## src/hw/rtl/pol_pkg.sv

```systemverilog
// ----------------------------------------------------------------------------
// pol_pkg
// Shared types, codes and sizes for the positional ordered list.
// ----------------------------------------------------------------------------
package pol_pkg;

   localparam int CAPACITY = 16;
   localparam int IDX_W    = (CAPACITY > 1) ? $clog2(CAPACITY) : 1;
   localparam int CNT_W    = $clog2(CAPACITY + 1);
   localparam int POS_W    = 5;
   localparam int COUNT_W  = 5;
   // wide enough to compare a position against the length plus one
   localparam int CMP_W    = ((CNT_W > POS_W) ? CNT_W : POS_W) + 1;

   typedef logic [IDX_W-1:0]   idx_type;
   typedef logic [CNT_W-1:0]   cnt_type;
   typedef logic signed [31:0] entry_type;

   typedef enum logic [2:0] {
      OP_INS_FRONT = 3'd0,
      OP_INS_BACK  = 3'd1,
      OP_INS_AT    = 3'd2,
      OP_DEL_FRONT = 3'd3,
      OP_DEL_BACK  = 3'd4,
      OP_DEL_AT    = 3'd5,
      OP_READ_AT   = 3'd6,
      OP_NONE      = 3'd7
   } op_type;

   typedef enum logic [1:0] {
      ST_OK     = 2'd0,
      ST_EMPTY  = 2'd1,
      ST_FULL   = 2'd2,
      ST_BADPOS = 2'd3
   } status_type;

   // command broadcast to every cell of the row
   typedef struct packed {
      logic      ins;
      logic      del;
      idx_type   slot;
      entry_type value;
   } cell_cmd_type;

endpackage

```

## src/hw/rtl/pol_cell.sv

```systemverilog
// ----------------------------------------------------------------------------
// pol_cell
// One list slot: takes its left neighbor on insert, its right neighbor on
// delete, or the new value when it is the insert slot.
// ----------------------------------------------------------------------------
module pol_cell (
   input  logic                 clock,
   input  pol_pkg::idx_type     cell_idx,
   input  pol_pkg::cell_cmd_type cmd,
   input  pol_pkg::entry_type   left_entry,
   input  pol_pkg::entry_type   right_entry,
   output pol_pkg::entry_type   entry
);
   import pol_pkg::*;

   entry_type entry_ff;
   entry_type entry_in;

   always_comb begin
      entry_in = entry_ff;
      if (cmd.ins) begin
         if (cell_idx > cmd.slot) begin
            entry_in = left_entry;
         end else if (cell_idx == cmd.slot) begin
            entry_in = cmd.value;
         end
      end else if (cmd.del) begin
         if (cell_idx >= cmd.slot) begin
            entry_in = right_entry;
         end
      end
   end

   always_ff @(posedge clock) begin
      entry_ff <= entry_in;
   end

   assign entry = entry_ff;

endmodule

```

## src/hw/rtl/pol_chain.sv

```systemverilog
// ----------------------------------------------------------------------------
// pol_chain
// Row of list cells wired to their neighbors; all cells shift in parallel.
// ----------------------------------------------------------------------------
module pol_chain (
   input  logic                                   clock,
   input  pol_pkg::cell_cmd_type                  cmd,
   output pol_pkg::entry_type [pol_pkg::CAPACITY-1:0] entries
);
   import pol_pkg::*;

   genvar i;
   generate
      for (i = 0; i < CAPACITY; i++) begin : g_cell
         entry_type left_entry;
         entry_type right_entry;

         if (i == 0) begin : g_first
            assign left_entry = cmd.value;
         end else begin : g_left
            assign left_entry = entries[i-1];
         end

         if (i == CAPACITY - 1) begin : g_last
            assign right_entry = entries[i];
         end else begin : g_right
            assign right_entry = entries[i+1];
         end

         pol_cell u_cell (
            .clock       (clock),
            .cell_idx    (IDX_W'(i)),
            .cmd         (cmd),
            .left_entry  (left_entry),
            .right_entry (right_entry),
            .entry       (entries[i])
         );
      end
   endgenerate

endmodule

```

## src/hw/rtl/positional_ordered_list_top.sv

```systemverilog
// ----------------------------------------------------------------------------
// positional_ordered_list_top
// Ordered list with positional insert, delete and read over a row of cells.
// Response: registered in the cycle after the item is accepted.
// Throughput: 1 item per cycle unless a stalled response holds the request;
// all cells shift in parallel; the read mux and length compare set the cycle.
// Reset: synchronous; clears the length and response valid. Cell contents
// are not cleared and are only read below the length.
// ----------------------------------------------------------------------------
module positional_ordered_list_top (
   input  logic               clock,
   input  logic               reset,
   input  logic               req_valid,
   output logic               req_stall,
   input  logic [2:0]         req_operation,
   input  logic [4:0]         req_position,
   input  logic signed [31:0] req_item_value,
   output logic               rsp_valid,
   input  logic               rsp_stall,
   output logic [1:0]         rsp_status,
   output logic [4:0]         rsp_entry_count,
   output logic signed [31:0] rsp_read_value
);
   import pol_pkg::*;

   logic                    req_accept;
   op_type                  op;
   cnt_type                 length_ff, length_in;
   logic                    rsp_valid_ff;
   status_type              status_ff, status_in;
   logic [COUNT_W-1:0]      count_ff;
   entry_type               read_ff, read_in;
   cell_cmd_type            cmd;
   entry_type [CAPACITY-1:0] entries;

   logic [CMP_W-1:0] pos_ext, len_ext, pos_m1, len_m1;
   logic             full, empty, pos_ok_ins, pos_ok;

   assign req_stall  = rsp_valid_ff & rsp_stall;
   assign req_accept = req_valid & ~req_stall;
   assign op         = op_type'(req_operation);

   assign pos_ext    = CMP_W'(req_position);
   assign len_ext    = CMP_W'(length_ff);
   assign pos_m1     = pos_ext - CMP_W'(1);
   assign len_m1     = len_ext - CMP_W'(1);
   assign full       = (len_ext == CMP_W'(CAPACITY));
   assign empty      = (length_ff == '0);
   assign pos_ok_ins = (pos_ext != '0) && (pos_ext <= len_ext + CMP_W'(1));
   assign pos_ok     = (pos_ext != '0) && (pos_ext <= len_ext);

   always_comb begin
      cmd.ins   = 1'b0;
      cmd.del   = 1'b0;
      cmd.slot  = '0;
      cmd.value = req_item_value;
      status_in = ST_OK;
      read_in   = '0;
      length_in = length_ff;
      case (op)
         OP_INS_FRONT, OP_INS_BACK, OP_INS_AT: begin
            if (full) begin
               status_in = ST_FULL;
            end else if (op == OP_INS_AT && !pos_ok_ins) begin
               status_in = ST_BADPOS;
            end else begin
               cmd.ins = 1'b1;
               if (op == OP_INS_BACK) begin
                  cmd.slot = len_ext[IDX_W-1:0];
               end else if (op == OP_INS_AT) begin
                  cmd.slot = pos_m1[IDX_W-1:0];
               end
               length_in = length_ff + CNT_W'(1);
            end
         end
         OP_DEL_FRONT, OP_DEL_BACK, OP_DEL_AT, OP_READ_AT: begin
            if (empty) begin
               status_in = ST_EMPTY;
            end else if ((op == OP_DEL_AT || op == OP_READ_AT) && !pos_ok) begin
               status_in = ST_BADPOS;
            end else if (op == OP_READ_AT) begin
               read_in = entries[pos_m1[IDX_W-1:0]];
            end else begin
               cmd.del = 1'b1;
               if (op == OP_DEL_BACK) begin
                  cmd.slot = len_m1[IDX_W-1:0];
               end else if (op == OP_DEL_AT) begin
                  cmd.slot = pos_m1[IDX_W-1:0];
               end
               length_in = length_ff - CNT_W'(1);
            end
         end
         default: begin
         end
      endcase
      if (!req_accept) begin
         cmd.ins   = 1'b0;
         cmd.del   = 1'b0;
         length_in = length_ff;
      end
   end

   pol_chain u_chain (
      .clock   (clock),
      .cmd     (cmd),
      .entries (entries)
   );

   always_ff @(posedge clock) begin
      if (reset) begin
         length_ff    <= '0;
         rsp_valid_ff <= 1'b0;
      end else begin
         length_ff <= length_in;
         if (req_accept) begin
            rsp_valid_ff <= 1'b1;
         end else if (!rsp_stall) begin
            rsp_valid_ff <= 1'b0;
         end
      end
   end

   always_ff @(posedge clock) begin
      if (req_accept) begin
         status_ff <= status_in;
         count_ff  <= COUNT_W'(CMP_W'(length_in));
         read_ff   <= read_in;
      end
   end

   assign rsp_valid       = rsp_valid_ff;
   assign rsp_status      = status_ff;
   assign rsp_entry_count = count_ff;
   assign rsp_read_value  = read_ff;

   // length never runs past capacity
   a_len_bound: assert property (@(posedge clock) disable iff (reset)
      CMP_W'(length_ff) <= CMP_W'(CAPACITY))
      else $error("list length above capacity");

   // length only moves on an accepted item
   a_len_hold: assert property (@(posedge clock) disable iff (reset)
      !req_accept |=> $stable(length_ff))
      else $error("length changed without an item");

   // reported count matches the new length
   a_count: assert property (@(posedge clock) disable iff (reset)
      req_accept |=> (rsp_entry_count == COUNT_W'(CMP_W'(length_ff))))
      else $error("entry count mismatch");

   // insert into a full list is refused
   a_full: assert property (@(posedge clock) disable iff (reset)
      (req_accept && full && (op == OP_INS_FRONT || op == OP_INS_BACK ||
       op == OP_INS_AT)) |=> (rsp_status == ST_FULL) && $stable(length_ff))
      else $error("insert into full list not refused");

endmodule

```

## config.mk

```make
export PLATFORM = sky130hd
export DESIGN_NAME = positional_ordered_list_top
export DESIGN_NICKNAME = d
export VERILOG_FILES = /design/src/hw/rtl/pol_pkg.sv /design/src/hw/rtl/pol_cell.sv /design/src/hw/rtl/pol_chain.sv /design/src/hw/rtl/positional_ordered_list_top.sv
export SDC_FILE = /design/constraint.sdc
export NUM_CORES = 2
export LEC_CHECK = 0
export BUFFER_PORTS_ARGS = -buffer_cell sky130_fd_sc_hd__buf_2
export CAP_MARGIN = 20
export CELL_PAD_IN_SITES_DETAIL_PLACEMENT = 2
export CELL_PAD_IN_SITES_GLOBAL_PLACEMENT = 2
export CORE_MARGIN = 4
export CORE_UTILIZATION = 40
export CTS_CLUSTER_SIZE = 28
export DETAILED_ROUTE_END_ITERATION = 8
export PLACE_DENSITY_LB_ADDON = 0.1
export SYNTH_ARGS = -nofsm -noshare
export SYNTH_HDL_FRONTEND = slang
export SYNTH_SLANG_ARGS = --single-unit
```

## constraint.sdc

```tcl
create_clock -name clock -period 5.71 [get_ports clock]
set_clock_uncertainty 0.2 [all_clocks]
set_input_delay 0 -clock clock [delete_from_list [all_inputs] [get_ports clock]]
set_output_delay 0 -clock clock [all_outputs]
set_load 0.005 [all_outputs]
```

==> results_dict.tcl <==
set metrics [dict create \
    min_path_cells 6 \
    place.detailed.instances 3579 \
    grt_max_degree 209 \
    tns_ns 0 \
    hold_viol_final 0 \
    wl_per_cell_um 32.1 \
    p_clk_share_pct 36.5 \
    finalNonFillerCells 3743 \
    synth_top_area_share_pct 52.7 \
    die_w_um 288 \
    p_switching_mw 3.39 \
    slew_headroom_pct 27.0 \
    rows 102 \
    synth_area_per_cell_sq_um 11.9 \
    tightest_slew_ns 1.09 \
    status "finished, final reports clean" \
    clock_sinks 557 \
    p_total_mw 11.5 \
    synth_xor_area_share_pct 0.223 \
    yosysTopAreaCell "edfxtp_1" \
    cts_buffers 69 \
    cts_resized 0 \
    synth-simple-area-share_pct 12.8 \
    ys_types 75 \
    clock_latency_ns 0.62 \
    grt_pass1_wl_um 176000 \
    grt_usage_pct 28.6 \
    place.gp.congestion 0.812 \
    first_pass_iters 7 \
    switching_share_pct 29.4 \
    ant_nets 0 \
    dpl.hpwl_um 70100 \
    grt_pass1_vias 25806 \
    crit_fanout 22 \
    cts_tree "built" \
    muxShareOfSynthArea_pct 16.8 \
    cts_buffer_depth 3 \
    synth_area_sq_um 31400 \
    clkTransAtPathRegs_ns 0.06 \
    drive_gt1_share_pct 18.7 \
    wl_met2_um 57900 \
    postCtsHoldBufs 42 \
    drc 0 \
    worstSetupPathType "reg -> reg" \
    setup_viol 0 \
    start_kind "register" \
    dieArea_sq_um 83100 \
    fmax_mhz 194 \
    required_ns 5.82 \
    critPathSlowestCell "nor2_4" \
    p_seq_share_pct 44.9 \
    synth_compound_area_share_pct 12.7 \
    io_pins 85 \
    async_flop_share_pct 0 \
    slowest_delay_ns 0.87 \
    power_frac_comb_pct 18.6 \
    ir_drop_v 0.000178 \
    cp-end-kind "register" \
    syn_to_final_growth_pct 13.3 \
    hp-class "in -> reg" \
    dr.first_iter.drc_count 2389 \
    wl_met3_um 7550 \
    yosysMostFrequentCell "edfxtp_1" \
    synth_top_family_by_area "multiplexers" \
    synth.area.top_cells "edfxtp_1 53%, mux4_2 11%, nand2_1 6.0%, o211ai_1 4.6%, mux2i_1 4.2%" \
    synth.yosys.seq_area_share_pct 53.1 \
    start_util_pct 40.5 \
    ys.warnings.count 0 \
    fp.coreArea_sq_um 77600 \
    synth_edf_count 551 \
    rsz0062_at_grt "false" \
    netlist_instances 2649 \
    p_leak_nw 12.4 \
    cp_cell_sequence "ha_1 > nand3_1 > xnor2_1 > ha_1 > nand3_1 > o21bai_1 > a31oi_1 > a211oi_1 > a31oi_2 > nor2_4 > nor2_4 > buf_4" \
    final_max_slew_viol_count 0 \
    ys_ff_latch 557 \
    cts_root_buffer "clkbuf_16" \
    r2r_cells 12 \
    layout.nets 2709 \
    io_buffers 84 \
    die_h_um 288 \
    synth_ff_type "edfxtp_1" \
    cts_max_level 3 \
    power.density_nw_per_um2 323 \
    met1_length_um 50800 \
    postCtsSetupBuffers 0 \
    vias 24020 \
    internal_power_mw 8.11 \
    fin_crit_ns 5.16 \
    synth_common_cells "551 x edfxtp_1, 498 x nand2_1, 199 x nand3_1, 194 x o211ai_1, 160 x mux4_2" \
    grt_overflow_total 0 \
    synth_fa_ha_area_share_pct 0.518 \
    cap_viol_max_count 0 \
    routed_wl_um 120000 \
    viasPerCell 6.42 \
    post-route-period-util_pct 90.3 \
    syn-num-nets 2706 \
    antenna_found_initial 1 \
    arrival_ns 5.27 \
    topRoutingLayerUsed "met4" \
]
[area by class of cell]
type	instances	area (sq um)
clock buffer	88	1860
clock inverter	32	208
multi-input combinational	1818	13800
tap	1040	1300
inverter	13	56.3
sequential	557	16700
timing repair buffer	193	1650
antenna	2	5.00
fill	7746	42000
[power groups by stage]
stage / registers, mW / clock network (mW) / logic [mW]
after floorplan: 5.16 / 0 / 1.33
after global placement: 5.22 / 0 / 2.01
after detailed placement: 5.24 / 0 / 2.09
after CTS: 5.16 / 4.28 / 2.13
after global routing: 5.20 / 4.45 / 2.27
final: 5.16 / 4.20 / 2.14
[worst max-delay path: cells and delay by family, from the launching register on]
kind,cells,cell delay [ns]
compound gates,4,1.52
xor+xnor,1,0.18
fa+ha+maj,2,0.63
buf+inv,1,0.38
flops,1,0.53
simple gates,4,1.39
[sequential cells by signal, summed over array words and instances, names as in the netlist]
signal,flops
length_ff,5
rsp_entry_count,5
rsp_read_value,32
rsp_status,2
rsp_valid,1
u_chain.g_cell.u_cell.entry,512
[cells in the final DEF, fill, tap and decap left out, types with 16 or more instances in the layout]
cell type,count
a31oi_1,35
buf_12,24
buf_2,83
buf_4,43
clkbuf_1,16
clkbuf_16,72
clkinv_1,21
dlygate4sd3_1,42
edfxtp_1,551
mux2_2,26
mux2i_1,131
mux4_2,160
nand2_1,494
nand2b_1,33
nand3_1,197
nor2_1,110
nor2b_1,43
o211ai_1,194
o21a_1,33
o21ai_0,86
o21ai_1,51
o221a_2,30
o22ai_1,36
o32a_1,31
[path summary, 6_finish.rpt]
| path | startpoint | end | slack, ns |
|---|---|---|---|
| worst min-delay path | req_position[3] | rsp_status[1] | 0.06 |
| worst min register to register | u_chain.g_cell[14].u_cell.entry[27] | u_chain.g_cell[13].u_cell.entry[27] | 0.38 |
| worst max-delay path | length_ff[0] | u_chain.g_cell[11].u_cell.entry[28] | 0.55 |
| worst max register to register | length_ff[0] | u_chain.g_cell[11].u_cell.entry[28] | 0.55 |
[cell families after synthesis]
group,Yosys count
compound gates,555
xor+xnor,8
fa+ha+maj,13
buf+inv,274
flops,557
mux,323
simple gates,919
[routing by layer]
layer,track usage (%),vias up
met2,47.7,810
met5,0,-
met3,4.43,217
met4,8.81,0
li1,-,10219
met1,38.8,12774
[per-stage QoR]
stage               setup slack [ns]  hold slack (ns)  instance area (sq um)  util (%)
finish                         0.554           0.0555                  35600      45.9
global route                   0.312            0.105                  35600      45.8
CTS                            0.594           0.0262                  35600      45.8
detailed placement             0.602           0.0383                  33100      42.6
global placement               0.773           0.0202                  33100      42.6
floorplan                      0.194           -0.128                  31400         -
(Power assumes the default switching activity.)
